`src/hw/rtl/stl_pkg.sv`:
```
// shared types, constants and token helpers for the source token lexer
package stl_pkg;

    localparam int NAME_BYTES    = 8;
    localparam int MANTISSA_BITS = 48;
    localparam int NAME_W        = NAME_BYTES * 8;
    localparam int QUEUE_DEPTH   = 3;
    localparam int PTR_W         = $clog2(QUEUE_DEPTH);
    localparam int CNT_W         = $clog2(QUEUE_DEPTH + 1);
    localparam int KEYWORDS      = 22;

    localparam logic [MANTISSA_BITS-1:0] MANT_MAX = '1;

    // token kinds
    localparam logic [5:0] KIND_EOF     = 6'd0;
    localparam logic [5:0] KIND_IDENT   = 6'd1;
    localparam logic [5:0] KIND_NUMBER  = 6'd2;
    localparam logic [5:0] KIND_ERROR   = 6'd3;
    localparam logic [5:0] KIND_KW_BASE = 6'd4;
    localparam logic [5:0] KIND_EQ_EQ   = 6'd26;
    localparam logic [5:0] KIND_NE      = 6'd28;
    localparam logic [5:0] KIND_GE      = 6'd30;
    localparam logic [5:0] KIND_LE      = 6'd32;
    localparam logic [5:0] KIND_PLUS    = 6'd34;
    localparam logic [5:0] KIND_MINUS   = 6'd35;
    localparam logic [5:0] KIND_STAR    = 6'd36;
    localparam logic [5:0] KIND_CHAR    = 6'd37;

    // character codes
    localparam logic [7:0] CH_TAB   = 8'h09;
    localparam logic [7:0] CH_LF    = 8'h0A;
    localparam logic [7:0] CH_CR    = 8'h0D;
    localparam logic [7:0] CH_SPACE = 8'h20;
    localparam logic [7:0] CH_BANG  = 8'h21;
    localparam logic [7:0] CH_HASH  = 8'h23;
    localparam logic [7:0] CH_STAR  = 8'h2A;
    localparam logic [7:0] CH_PLUS  = 8'h2B;
    localparam logic [7:0] CH_MINUS = 8'h2D;
    localparam logic [7:0] CH_POINT = 8'h2E;
    localparam logic [7:0] CH_ZERO  = 8'h30;
    localparam logic [7:0] CH_NINE  = 8'h39;
    localparam logic [7:0] CH_LT    = 8'h3C;
    localparam logic [7:0] CH_EQ    = 8'h3D;
    localparam logic [7:0] CH_GT    = 8'h3E;
    localparam logic [7:0] CH_UP_A  = 8'h41;
    localparam logic [7:0] CH_UP_Z  = 8'h5A;
    localparam logic [7:0] CH_LO_A  = 8'h61;
    localparam logic [7:0] CH_LO_Z  = 8'h7A;

    // keyword text packed first character in the low byte
    localparam logic [63:0] KW_TEXT [KEYWORDS] = '{
        64'h666564,         64'h6E7265747865,   64'h6669,           64'h6E656874,
        64'h65736C65,       64'h726F66,         64'h6E69,           64'h7972616E6962,
        64'h7972616E75,     64'h7961727261,     64'h726176,         64'h746375727473,
        64'h656C62756F64,   64'h64696F76,       64'h6E7275746572,   64'h77656E,
        64'h3169,           64'h3869,           64'h363169,         64'h323369,
        64'h343669,         64'h38323169
    };
    localparam logic [7:0] KW_LEN [KEYWORDS] = '{
        8'd3, 8'd6, 8'd2, 8'd4, 8'd4, 8'd3, 8'd2, 8'd6, 8'd5, 8'd5, 8'd3,
        8'd6, 8'd6, 8'd4, 8'd6, 8'd3, 8'd2, 8'd2, 8'd3, 8'd3, 8'd3, 8'd4
    };

    typedef enum logic [2:0] {
        MODE_IDLE    = 3'd0,
        MODE_IDENT   = 3'd1,
        MODE_NUMBER  = 3'd2,
        MODE_COMMENT = 3'd3,
        MODE_OP      = 3'd4
    } mode_t;

    typedef struct packed {
        logic [7:0] ch;
        logic       at_end;
    } item_t;

    typedef struct packed {
        logic [5:0]  kind;
        logic [7:0]  char_code;
        logic [63:0] name_chars;
        logic [7:0]  name_length;
        logic [47:0] mantissa;
        logic [7:0]  frac_digits;
        logic        last;
    } res_t;

    // what one step hands to the result queue
    typedef struct packed {
        logic [1:0] count;
        res_t       first;
        res_t       second;
    } step_t;

    function automatic res_t tok_plain(input logic [5:0] kind, input logic [7:0] code);
        res_t t;
        t = '0;
        t.kind      = kind;
        t.char_code = code;
        return t;
    endfunction

    function automatic res_t tok_number(input logic [MANTISSA_BITS-1:0] value,
                                        input logic [7:0] frac);
        res_t        t;
        logic [63:0] wide;
        t    = '0;
        wide = 64'(value);
        t.kind        = KIND_NUMBER;
        t.mantissa    = wide[47:0];
        t.frac_digits = frac;
        return t;
    endfunction

    // identifier or keyword, first keyword in list order wins
    function automatic res_t tok_name(input logic [NAME_W-1:0] name, input logic [7:0] len);
        res_t        t;
        logic [63:0] wide;
        t    = '0;
        wide = 64'(name);
        t.kind        = KIND_IDENT;
        t.name_chars  = wide;
        t.name_length = len;
        for (int k = KEYWORDS - 1; k >= 0; k--) begin
            if (len == KW_LEN[k] && wide == KW_TEXT[k]) begin
                t = '0;
                t.kind = 6'(KIND_KW_BASE + 6'(k));
            end
        end
        return t;
    endfunction

endpackage

```
`src/hw/rtl/stl_core.sv`:
```
// lexer state registers and the single-step token logic
module stl_core (
    input  logic                aclk,
    input  logic                aresetn,
    input  logic                fire,
    input  stl_pkg::item_t      item,
    output stl_pkg::step_t      step
);

    stl_pkg::mode_t                     mode_reg, mode_next, start_mode;
    logic [7:0]                         pending_op_reg, pending_op_next;
    logic [stl_pkg::NAME_W-1:0]         name_buf_reg, name_buf_next;
    logic [7:0]                         name_count_reg, name_count_next;
    logic [stl_pkg::MANTISSA_BITS-1:0]  digit_reg, digit_next;
    logic [7:0]                         frac_reg, frac_next;
    logic                               point_reg, point_next;
    logic                               ended_reg;

    logic [7:0] c;
    logic       is_space, is_alpha, is_digit, is_point, is_opchar;
    logic [3:0] d;
    logic [stl_pkg::MANTISSA_BITS+3:0] prod_ext;
    logic       fits;
    logic [5:0] op_base;

    logic          e0_v, e1_v;
    stl_pkg::res_t e0, e1, t0, t1;

    assign c         = item.ch;
    assign d         = c[3:0];
    assign is_space  = (c == stl_pkg::CH_SPACE) || (c >= stl_pkg::CH_TAB && c <= stl_pkg::CH_CR);
    assign is_alpha  = (c >= stl_pkg::CH_UP_A && c <= stl_pkg::CH_UP_Z)
                    || (c >= stl_pkg::CH_LO_A && c <= stl_pkg::CH_LO_Z);
    assign is_digit  = (c >= stl_pkg::CH_ZERO && c <= stl_pkg::CH_NINE);
    assign is_point  = (c == stl_pkg::CH_POINT);
    assign is_opchar = (c == stl_pkg::CH_EQ) || (c == stl_pkg::CH_BANG)
                    || (c == stl_pkg::CH_GT) || (c == stl_pkg::CH_LT);

    // ten times the value plus the digit, by shifts
    assign prod_ext = ({4'd0, digit_reg} << 3) + ({4'd0, digit_reg} << 1)
                    + (stl_pkg::MANTISSA_BITS + 4)'(d);
    assign fits     = prod_ext <= {4'd0, stl_pkg::MANT_MAX};

    always_comb begin
        unique case (pending_op_reg)
            stl_pkg::CH_EQ:   op_base = stl_pkg::KIND_EQ_EQ;
            stl_pkg::CH_BANG: op_base = stl_pkg::KIND_NE;
            stl_pkg::CH_GT:   op_base = stl_pkg::KIND_GE;
            default:          op_base = stl_pkg::KIND_LE;
        endcase
    end

    always_comb begin
        if (is_space) begin
            start_mode = stl_pkg::MODE_IDLE;
        end else if (is_alpha) begin
            start_mode = stl_pkg::MODE_IDENT;
        end else if (is_digit || is_point) begin
            start_mode = stl_pkg::MODE_NUMBER;
        end else if (c == stl_pkg::CH_HASH) begin
            start_mode = stl_pkg::MODE_COMMENT;
        end else if (is_opchar) begin
            start_mode = stl_pkg::MODE_OP;
        end else begin
            start_mode = stl_pkg::MODE_IDLE;
        end
    end

    // next mode
    always_comb begin
        mode_next = mode_reg;
        if (ended_reg) begin
            mode_next = mode_reg;
        end else if (item.at_end) begin
            mode_next = stl_pkg::MODE_IDLE;
        end else begin
            unique case (mode_reg)
                stl_pkg::MODE_IDENT: begin
                    if (!(is_alpha || is_digit)) mode_next = start_mode;
                end
                stl_pkg::MODE_NUMBER: begin
                    if (!(is_digit || is_point)) mode_next = start_mode;
                end
                stl_pkg::MODE_COMMENT: begin
                    if (c == stl_pkg::CH_LF || c == stl_pkg::CH_CR) begin
                        mode_next = stl_pkg::MODE_IDLE;
                    end
                end
                stl_pkg::MODE_OP: begin
                    mode_next = (c == stl_pkg::CH_EQ) ? stl_pkg::MODE_IDLE : start_mode;
                end
                default: mode_next = start_mode;
            endcase
        end
    end

    // tokens and datapath
    always_comb begin
        logic do_start;
        do_start        = 1'b0;
        e0_v            = 1'b0;
        e1_v            = 1'b0;
        e0              = stl_pkg::tok_plain(stl_pkg::KIND_EOF, 8'd0);
        e1              = stl_pkg::tok_plain(stl_pkg::KIND_EOF, 8'd0);
        pending_op_next = pending_op_reg;
        name_buf_next   = name_buf_reg;
        name_count_next = name_count_reg;
        digit_next      = digit_reg;
        frac_next       = frac_reg;
        point_next      = point_reg;

        if (ended_reg) begin
            e0_v = 1'b1;
        end else if (item.at_end) begin
            // flush the open token, then eof
            e1_v = 1'b1;
            unique case (mode_reg)
                stl_pkg::MODE_IDENT: begin
                    e0_v = 1'b1;
                    e0   = stl_pkg::tok_name(name_buf_reg, name_count_reg);
                end
                stl_pkg::MODE_NUMBER: begin
                    e0_v = 1'b1;
                    e0   = stl_pkg::tok_number(digit_reg, frac_reg);
                end
                stl_pkg::MODE_OP: begin
                    e0_v = 1'b1;
                    e0   = stl_pkg::tok_plain(6'(op_base + 6'd1), 8'd0);
                end
                default: e0_v = 1'b0;
            endcase
        end else begin
            unique case (mode_reg)
                stl_pkg::MODE_IDENT: begin
                    if (is_alpha || is_digit) begin
                        for (int i = 0; i < stl_pkg::NAME_BYTES; i++) begin
                            if (name_count_reg == 8'(i)) name_buf_next[i*8 +: 8] = c;
                        end
                        if (name_count_reg != 8'hFF) name_count_next = name_count_reg + 8'd1;
                    end else begin
                        e0_v     = 1'b1;
                        e0       = stl_pkg::tok_name(name_buf_reg, name_count_reg);
                        do_start = 1'b1;
                    end
                end
                stl_pkg::MODE_NUMBER: begin
                    if (is_point) begin
                        if (point_reg) begin
                            // second point: error, number restarts here
                            e0_v       = 1'b1;
                            e0         = stl_pkg::tok_plain(stl_pkg::KIND_ERROR, 8'd0);
                            digit_next = '0;
                            frac_next  = 8'd0;
                        end
                        point_next = 1'b1;
                    end else if (is_digit) begin
                        if (point_reg) begin
                            if (fits && frac_reg != 8'hFF) begin
                                digit_next = prod_ext[stl_pkg::MANTISSA_BITS-1:0];
                                frac_next  = frac_reg + 8'd1;
                            end
                        end else begin
                            digit_next = fits ? prod_ext[stl_pkg::MANTISSA_BITS-1:0]
                                              : stl_pkg::MANT_MAX;
                        end
                    end else begin
                        e0_v     = 1'b1;
                        e0       = stl_pkg::tok_number(digit_reg, frac_reg);
                        do_start = 1'b1;
                    end
                end
                stl_pkg::MODE_COMMENT: begin
                    e0_v = 1'b0;
                end
                stl_pkg::MODE_OP: begin
                    e0_v = 1'b1;
                    if (c == stl_pkg::CH_EQ) begin
                        e0 = stl_pkg::tok_plain(op_base, 8'd0);
                    end else begin
                        e0       = stl_pkg::tok_plain(6'(op_base + 6'd1), 8'd0);
                        do_start = 1'b1;
                    end
                end
                default: do_start = 1'b1;
            endcase
        end

        if (do_start) begin
            if (is_space) begin
                e1_v = 1'b0;
            end else if (is_alpha) begin
                name_buf_next   = stl_pkg::NAME_W'(c);
                name_count_next = 8'd1;
            end else if (is_digit || is_point) begin
                digit_next = is_digit ? stl_pkg::MANTISSA_BITS'(d) : '0;
                frac_next  = 8'd0;
                point_next = is_point;
            end else if (c == stl_pkg::CH_HASH) begin
                e1_v = 1'b0;
            end else if (is_opchar) begin
                pending_op_next = c;
            end else if (c == stl_pkg::CH_PLUS) begin
                e1_v = 1'b1;
                e1   = stl_pkg::tok_plain(stl_pkg::KIND_PLUS, 8'd0);
            end else if (c == stl_pkg::CH_MINUS) begin
                e1_v = 1'b1;
                e1   = stl_pkg::tok_plain(stl_pkg::KIND_MINUS, 8'd0);
            end else if (c == stl_pkg::CH_STAR) begin
                e1_v = 1'b1;
                e1   = stl_pkg::tok_plain(stl_pkg::KIND_STAR, 8'd0);
            end else begin
                e1_v = 1'b1;
                e1   = stl_pkg::tok_plain(stl_pkg::KIND_CHAR, c);
            end
        end
    end

    // pack the tokens in order and mark the final one
    always_comb begin
        t0 = e0_v ? e0 : e1;
        t1 = e1;
        step.count  = {1'b0, e0_v} + {1'b0, e1_v};
        t0.last     = (step.count == 2'd1);
        t1.last     = 1'b1;
        step.first  = t0;
        step.second = t1;
    end

    always_ff @(posedge aclk) begin
        if (!aresetn) begin
            mode_reg       <= stl_pkg::MODE_IDLE;
            pending_op_reg <= 8'd0;
            name_buf_reg   <= '0;
            name_count_reg <= 8'd0;
            digit_reg      <= '0;
            frac_reg       <= 8'd0;
            point_reg      <= 1'b0;
            ended_reg      <= 1'b0;
        end else if (fire) begin
            mode_reg       <= mode_next;
            pending_op_reg <= pending_op_next;
            name_buf_reg   <= name_buf_next;
            name_count_reg <= name_count_next;
            digit_reg      <= digit_next;
            frac_reg       <= frac_next;
            point_reg      <= point_next;
            ended_reg      <= ended_reg | item.at_end;
        end
    end

    a_ended_eof_only: assert property (@(posedge aclk) disable iff (!aresetn)
        ended_reg |-> step.count == 2'd1 && step.first.kind == stl_pkg::KIND_EOF)
        else $error("step after end of input gave more than one eof");

    a_end_gives_eof: assert property (@(posedge aclk) disable iff (!aresetn)
        fire && !ended_reg && item.at_end |=> ended_reg && mode_reg == stl_pkg::MODE_IDLE)
        else $error("end of input did not close the stream");

    a_last_marks_final: assert property (@(posedge aclk) disable iff (!aresetn)
        step.count == 2'd2 |-> !step.first.last && step.second.last)
        else $error("last flag not on the final token of a step");

endmodule

```
`src/hw/rtl/stl_res_queue.sv`:
```
// three-entry result queue, takes up to two tokens a cycle and gives one while m_ready is high
module stl_res_queue (
    input  logic           aclk,
    input  logic           aresetn,
    input  logic           push,
    input  stl_pkg::step_t step,
    output logic           room,
    output logic           m_valid,
    input  logic           m_ready,
    output stl_pkg::res_t  m_data
);

    stl_pkg::res_t              slot_reg [stl_pkg::QUEUE_DEPTH];
    logic [stl_pkg::PTR_W-1:0]  rd_ptr_reg, rd_ptr_next, wr_ptr_reg, wr_ptr_next, wr_ptr_two;
    logic [stl_pkg::CNT_W-1:0]  count_reg, count_next;
    logic [1:0]                 push_count;
    logic                       pop;

    function automatic logic [stl_pkg::PTR_W-1:0] ptr_inc(input logic [stl_pkg::PTR_W-1:0] p);
        return (p == stl_pkg::PTR_W'(stl_pkg::QUEUE_DEPTH - 1)) ? '0 : p + 1'b1;
    endfunction

    assign push_count  = push ? step.count : 2'd0;
    assign pop         = m_valid && m_ready;
    assign m_valid     = (count_reg != '0);
    assign m_data      = slot_reg[rd_ptr_reg];
    // room for two more regardless of the consumer
    assign room        = count_reg <= stl_pkg::CNT_W'(stl_pkg::QUEUE_DEPTH - 2);
    assign wr_ptr_two  = ptr_inc(wr_ptr_reg);
    assign rd_ptr_next = pop ? ptr_inc(rd_ptr_reg) : rd_ptr_reg;
    assign wr_ptr_next = (push_count == 2'd2) ? ptr_inc(wr_ptr_two)
                       : (push_count == 2'd1) ? wr_ptr_two : wr_ptr_reg;
    assign count_next  = count_reg + stl_pkg::CNT_W'(push_count) - stl_pkg::CNT_W'(pop);

    always_ff @(posedge aclk) begin
        for (int i = 0; i < stl_pkg::QUEUE_DEPTH; i++) begin
            if (push_count != 2'd0 && wr_ptr_reg == stl_pkg::PTR_W'(i)) begin
                slot_reg[i] <= step.first;
            end else if (push_count == 2'd2 && wr_ptr_two == stl_pkg::PTR_W'(i)) begin
                slot_reg[i] <= step.second;
            end
        end
    end

    always_ff @(posedge aclk) begin
        if (!aresetn) begin
            rd_ptr_reg <= '0;
            wr_ptr_reg <= '0;
            count_reg  <= '0;
        end else begin
            rd_ptr_reg <= rd_ptr_next;
            wr_ptr_reg <= wr_ptr_next;
            count_reg  <= count_next;
        end
    end

    a_no_overflow: assert property (@(posedge aclk) disable iff (!aresetn)
        push_count != 2'd0 |-> room)
        else $error("tokens pushed without room");

    a_double_push: assert property (@(posedge aclk) disable iff (!aresetn)
        push_count == 2'd2 && !pop |=> count_reg == $past(count_reg) + 2'd2)
        else $error("double push lost a token");

    a_count_ptrs: assert property (@(posedge aclk) disable iff (!aresetn)
        count_reg == '0 |-> rd_ptr_reg == wr_ptr_reg)
        else $error("empty queue with pointers apart");

endmodule

```
`src/hw/rtl/source_token_lexer.sv`:
```
// top level of the streaming source token lexer
//
// usage
//   s_ channel: one beat is one source byte (ch) or an end-of-input mark (at_end)
//   m_ channel: one beat is one token; a byte gives zero, one or two tokens and
//   the final token of each byte carries last
//   path: each byte waits in the input register, then its tokens in the queue
//   throughput: one byte a cycle while m_ready is high and each byte gives at
//   most one token; a byte that gives two tokens holds the next byte back until
//   the queue can again take two; the rate is set by the single-pass lexer step
//   and the one-token-a-cycle result port behind a three-entry queue
//   reset: aresetn low at a clock edge empties the input register and the queue
//   and returns the lexer to idle with no partial token
//   stall: while m_ready is low the queue keeps its tokens; bytes are still
//   taken until the queue can no longer hold two more tokens, then s_ready drops
//   after end of input every further beat gives a single eof token
module source_token_lexer (
    input  logic           aclk,
    input  logic           aresetn,
    input  logic           s_valid,
    output logic           s_ready,
    input  stl_pkg::item_t s_data,
    output logic           m_valid,
    input  logic           m_ready,
    output stl_pkg::res_t  m_data
);

    // input register stage
    stl_pkg::item_t item_reg;
    logic           item_valid_reg;

    logic           room;
    logic           fire;
    stl_pkg::step_t step;

    // the step runs when a byte is held and the queue can take two tokens
    assign fire    = item_valid_reg && room;
    assign s_ready = !item_valid_reg || fire;

    always_ff @(posedge aclk) begin
        if (!aresetn) begin
            item_valid_reg <= 1'b0;
        end else if (s_ready) begin
            item_valid_reg <= s_valid;
        end
    end

    // payload needs no reset
    always_ff @(posedge aclk) begin
        if (s_valid && s_ready) begin
            item_reg <= s_data;
        end
    end

    stl_core u_core (
        .aclk    (aclk),
        .aresetn (aresetn),
        .fire    (fire),
        .item    (item_reg),
        .step    (step)
    );

    stl_res_queue u_queue (
        .aclk    (aclk),
        .aresetn (aresetn),
        .push    (fire),
        .step    (step),
        .room    (room),
        .m_valid (m_valid),
        .m_ready (m_ready),
        .m_data  (m_data)
    );

    a_hold_when_stalled: assert property (@(posedge aclk) disable iff (!aresetn)
        item_valid_reg && !room |=> item_valid_reg && $stable(item_reg))
        else $error("held byte lost while the queue was full");

endmodule

```
`config.mk`:
```
export PLATFORM = sky130hd
export DESIGN_NAME = source_token_lexer
export DESIGN_NICKNAME = d
export VERILOG_FILES = /design/src/hw/rtl/stl_pkg.sv /design/src/hw/rtl/stl_core.sv /design/src/hw/rtl/stl_res_queue.sv /design/src/hw/rtl/source_token_lexer.sv
export SDC_FILE = /design/constraint.sdc
export NUM_CORES = 2
export LEC_CHECK = 0
export ABC_AREA = 1
export BUFFER_PORTS_ARGS = -buffer_cell sky130_fd_sc_hd__buf_2
export CAP_MARGIN = 20
export CORE_AREA = 2 2 260 262
export CTS_BUF_LIST = sky130_fd_sc_hd__clkbuf_2
export CTS_CLUSTER_SIZE = 30
export DETAILED_ROUTE_END_ITERATION = 10
export DIE_AREA = 0 0 262 264
export GPL_ROUTABILITY_DRIVEN = 1
export HOLD_SLACK_MARGIN = 0.02
export PLACE_DENSITY_LB_ADDON = 0.08
export REMOVE_ABC_BUFFERS = 1
export SYNTH_ARGS = -nofsm -noshare
export SYNTH_HDL_FRONTEND = slang
export SYNTH_HIERARCHICAL = 1
export SYNTH_SLANG_ARGS = --single-unit
export TNS_END_PERCENT = 5
```
`constraint.sdc`:
```
create_clock -name aclk -period 14.4 [get_ports aclk]
set_input_delay 2.88 -clock aclk [delete_from_list [all_inputs] [get_ports aclk]]
set_output_delay 2.88 -clock aclk [all_outputs]
set_load 0.01 [all_outputs]
```
## Word level (Yosys, flattened, before mapping)

Memories as Yosys holds them, arrays and structs flattened. A register that Yosys moved wholly into a read port is not among the register bits.
Index checks and enable logic that the tools add are counted.

- Output and inout bits: 145
- Input bits: 13
- Memory bits (writable): 429
- Word-level logic and storage cells: 318
- Memories: 1
- Bits in registers: 157

Memories:

| memory | depth | bits a word | read ports | clocked after Yosys merged registers in | write ports | RTL line | source |
|---|---|---|---|---|---|---|---|
| u_queue.slot_reg | 3 | 143 | 1 | 1 | 3 | stl_res_queue.sv:13 | `stl_pkg::res_t slot_reg [stl_pkg::QUEUE_DEPTH];` |

- Bitwise logic cells: 9
- $add $sub $neg: 11
- Muxes and demuxes: 157
- Eq/ne operators: 61
- Reduce and logical (&&, ||, !) cells: 55
- Order comparisons: 10

Operator list:

| operator | number |
|---|---|
| 143-bit two-way mux | 34 |
| 143-bit one-hot mux with 3 select lines | 2 |
| 142-bit two-way mux | 5 |
| 48-bit two-way mux | 13 |
| 64-bit two-way mux | 7 |
| 64-bit by 47-bit == test with 1-bit output, second input constant | 5 |
| 139-bit two-way mux | 2 |
| 64-bit by 23-bit == test with 1-bit output, second input constant | 4 |
| 8-bit two-way mux | 28 |
| 64-bit by 22-bit == test with 1-bit output, second input constant | 3 |
| 64-bit by 31-bit == test with 1-bit output, second input constant | 3 |
| 138-bit two-way mux | 1 |
| 64-bit by 14-bit == test with 1-bit output, second input constant | 2 |
| 64-bit by 15-bit == test with 1-bit output, second input constant | 2 |
| 64-bit by 39-bit == test with 1-bit output, second input constant | 2 |
| 8-bit by 6-bit == test with 1-bit output, second input constant | 13 |
| 64-bit by 30-bit == test with 1-bit output, second input constant | 1 |
| 51-bit by 49-bit adder with 52-bit output | 1 |
| 52-bit by 4-bit adder with 52-bit output | 1 |
| 52-bit by 48-bit <= comparator with 1-bit output, second input constant | 1 |
| 1-bit two-way mux | 42 |
| 1-bit logical AND | 36 |
| 8-bit by 3-bit == test with 1-bit output, second input constant | 4 |
| 3-bit two-way mux | 10 |
| 40 further kinds | 81 |

## Depth between registers and ports, before layout

- Word-level depth: 30
- Depth in mapped cells: 26
- Depth with buffers taken out: 24

## Cells and area by module

Netlist, hierarchy kept.

Modules (own cells, without submodules):

| module | instances | area an instance (um^2) | cells an instance | seq. area each (um^2) |
|---|---|---|---|---|
| stl_res_queue | 1 | 20851.2 | 2222 | 13042.5 |
| stl_core | 1 | 17765.8 | 3185 | 2822.7 |
| source_token_lexer | 1 | 329.1 | 18 | 290.3 |

## Least setup slack after synthesis

No wires, ideal clock.

- Path kind: register to register
- Start point: register item_reg[7] (netlist bit)
- End point: memory u_queue/slot_reg[2][0] (netlist bit), enable pin
- Path slack: 0.493 ns
- Required time: 13.546 ns
- Period minus slack after synthesis: 13.907 ns
- Data arrival time: 13.052 ns
- Cell stages (with the launch flop): 18
- Library setup time: 0.854 ns
- Path buffers: 1
- Cell sequence: edfxtp_1 inv_2 nand2_2 nor2_4 nand2_2 nor3_4 inv_2 nor2_2 nor3_1 o22ai_1 nand2_1 nor2_1 inv_1 ha_1 buf_4 nand2_1 ha_1 o31ai_1

RTL lines:

| element | RTL line | source |
|---|---|---|
| start: declaration | source_token_lexer.sv:29 | `stl_pkg::item_t item_reg;` |
| start signal: assignment | source_token_lexer.sv:51 | `item_reg <= s_data;` |
| end: declaration | stl_res_queue.sv:13 |  |

==> results.sh <==
export IMPL_register_area_um2=16200
export IMPL_r2r_end="u_queue/slot_reg[0][15]"
export IMPL_syn_area_per_cell_um2=7.18
export IMPL_slew_headroom_pct=24.9
export IMPL_multiInputGateArea_um2=18800
export IMPL_synth_top_cell_area_share_pct=33.8
export IMPL_grt_usage_pct=34.0
export IMPL_yosys_area_top_type="edfxtp_1"
export IMPL_fillers=6257
export IMPL_placed_cell_area_um2=39400
export IMPL_switchingPower_mw=1.56
export IMPL_p_per_area_nw_per_um2=108
export IMPL_fin_util_pct=61.4
export IMPL_drive_above_1_share_pct=9.55
export IMPL_initial_core_util_pct=58.5
export IMPL_rsz0062_at_grt="no"
export IMPL_cp_required_ps=11520
export IMPL_ios=158
export IMPL_critPathKind="reg2out"
export IMPL_cts_sinks=588
export IMPL_drc=0
export IMPL_overflow=0
export IMPL_ys_types=62
export IMPL_crit_path_start_kind="register"
export IMPL_drt_iter0_drc=3799
export IMPL_die_area_um2=69200
export IMPL_cpMostUsedCell="buf_4"
export IMPL_ant_nets=0
export IMPL_timing_rr_start="item_reg[2]"
export IMPL_antenna_found_initial=3
export IMPL_crit_arrival_ps=4290
export IMPL_fmax_ghz=0.139
export IMPL_vias_per_cell=5.65
export IMPL_vdd_drop_max_mv=0.0899
export IMPL_whs_path_depth=2
export IMPL_seq_power_share_pct=47.8
export IMPL_die_y_um=264
export IMPL_cts_hold_buf=0
export IMPL_grt_max_degree=189
export IMPL_ys_ff_latch=588
export IMPL_wirelength_um=119000
export IMPL_cts_buffer_depth=3
export IMPL_clkTransAtPathRegs_ps=140
export IMPL_vias=36630
export IMPL_pre_cts_slack_ps=7930
export IMPL_gp_congestion=1.04
export IMPL_ctsResizeCount=0
export IMPL_max_slew_worst_pin_slew_ps=1130
export IMPL_synth_area_top_cells="edfxtp_1, nand2_1, dfxtp_1, o21ai_0, a21oi_1"
export IMPL_largest_reg_flops=429
export IMPL_power_leakage_nw=16.5
export IMPL_critPathMaxStageDelay_ps=770
export IMPL_post_cts_setup_buffer_count=0
export IMPL_clockPowerShare_pct=27.4
export IMPL_outcome="complete, no violations"
export IMPL_nets=5603
export IMPL_fin_worst_skew_ps=108
export IMPL_grt_pass1_vias=34392
export IMPL_root_buffer="clkbuf_2"
export IMPL_yosysWarnings=6
export IMPL_min_from="u_core/pending_op_reg[7]"
export IMPL_synth_seq_area_share_pct=41.5
export IMPL_clk_latency_ps=1340
export IMPL_htreeDepth=4
export IMPL_maxCapViolCount=0
export IMPL_area_growth_pct=5.00
export IMPL_dr_pass1_iters=6
export IMPL_netlist_area_um2=38900
export IMPL_routedWlPerCell_um=18.4
export IMPL_cts_tree="yes"
export IMPL_sw_frac_of_total_pct=35.4
export IMPL_cts_inserted_buffers=153
export IMPL_worstPathCellList="inv_4 > buf_4 > buf_4 > nand2_1 > a21oi_1 > buf_2"
export IMPL_r2r_setup_slack_ps=7800
export IMPL_power_frac_comb_pct=24.8
export IMPL_num_rows=95
export IMPL_async_flop_share_pct=0
export IMPL_period_share_pct=49.8
export IMPL_slew_violations=0
export IMPL_power_internal_mw=2.85
export IMPL_synthFlopType="edfxtp_1"
export IMPL_fin_ws_ps=7230
export IMPL_grt_pass1_wl_um=185000
export IMPL_netlist_instances=5425
export IMPL_fin_crit_ps=7170
export IMPL_finalHoldViolCount=0
export IMPL_slowest_stage="buf_4"
export IMPL_design_area_um2=40900
export IMPL_core_area_um2=66600
export IMPL_die_w_um=262
export IMPL_cp_end_kind="primary output"
export IMPL_cp_max_fo=66
export IMPL_setup_viol=0
export IMPL_dp_hpwl_um=81700
export IMPL_min_path_type="reg2reg"
export IMPL_synth_enable_flop_cells=438
export IMPL_hold_end="u_core/pending_op_reg[7]"
export IMPL_reg2reg_depth=20
export IMPL_io_buffers=157
==> cells in the final DEF (no fill, tap or decap), types with 124 or more instances in the layout <==
cell type / n
nand3_1: 167
conb_1: 131
o21ai_0: 538
a21oi_1: 535
buf_2: 158
nor3_1: 145
nand4_1: 124
nand2_1: 1545
clkbuf_2: 225
nor2_1: 435
dfxtp_1: 147
edfxtp_1: 438
inv_1: 562
==> kinds of logic after synthesis <==
family	synth area share (%)
DFF	41.5
buffers and inverters	11.7
adders and majority gates	3.44
and+or+nand+nor	26.7
AOI/OAI and AO/OA	15.9
other	0.0193
xor gates and xnor gates	0.742
==> per-stage QoR <==
stage	power (mW)	TNS (ps)	hold WS [ps]	std cells
2_1_floorplan	2.85	-592930	419	5132
3_3_place_gp	3.22	0	429	6200
3_5_place_dp	3.23	0	438	6201
4_1_cts	4.43	0	456	6474
5_1_grt	4.64	0	482	6478
6_report	4.41	0	453	6478
==> cell usage after synthesis, types with 11 or more instances <==
master and n:
clkbuf_2 16, buf_4 154, nand3_1 167, o21ai_0 540, dfxtp_1 150, buf_1 13
a21oi_1 535, buf_2 88, nand2_1 1547, edfxtp_1 438, clkbuf_1 147, o211ai_1 42
o21bai_1 11, ha_1 104, inv_2 27, nor3_1 145, nor2_1 435, nand4_1 124
inv_1 563, xor2_1 14, nor2_2 11, nand2_2 13, nor4_1 28, xnor2_1 19
==> worst max path at each step <==
stage | startpoint | to
floorplan | item_reg[7] | u_queue/slot_reg[1][0]
global placement | item_reg[2] | u_queue/slot_reg[0][22]
detailed placement | item_reg[2] | u_queue/slot_reg[0][22]
CTS | register | m_data[13]
global route | register | m_data[113]
finish | register | m_data[16]
==> power groups by stage <==
| stage | Clock, mW | Combinational (mW) | Sequential (mW) |
|---|---|---|---|
| floorplan | 0 | 0.632 | 2.22 |
| global placement | 0 | 1.08 | 2.14 |
| detailed placement | 0 | 1.09 | 2.14 |
| CTS | 1.24 | 1.09 | 2.11 |
| global route | 1.32 | 1.20 | 2.12 |
| finish | 1.21 | 1.09 | 2.11 |
==> critical path: cells and delay by family, from the launching register on <==
kind,cells,cell delay (ps)
buffers and inverters,4,1950
AOI/OAI and AO/OA,1,300
DFF,1,530
and+or+nand+nor,1,100
==> layout make-up <==
| cell class | count | area share, % |
|---|---|---|
| Antenna cell | 3 | 0.0184 |
| Clock buffer | 225 | 2.75 |
| Clock inverter | 48 | 0.820 |
| Inverter | 594 | 5.48 |
| Multi-Input combinational cell | 3950 | 46.0 |
| Sequential cell | 588 | 39.5 |
| Tap cell | 873 | 2.67 |
| Timing Repair Buffer | 197 | 2.73 |
==> routing by layer <==
| metal | vias up | track usage [%] | part of all wire, % |
|---|---|---|---|
| met5 | - | 0 | 0 |
| met4 | 0 | 15.3 | 4.4 |
| met3 | 277 | 5.64 | 6.9 |
| met2 | 1458 | 56.3 | 48 |
| met1 | 16925 | 43.6 | 41 |
| li1 | 17970 | - | - |
No activity file was read; power rests on OpenSTA's default activity.
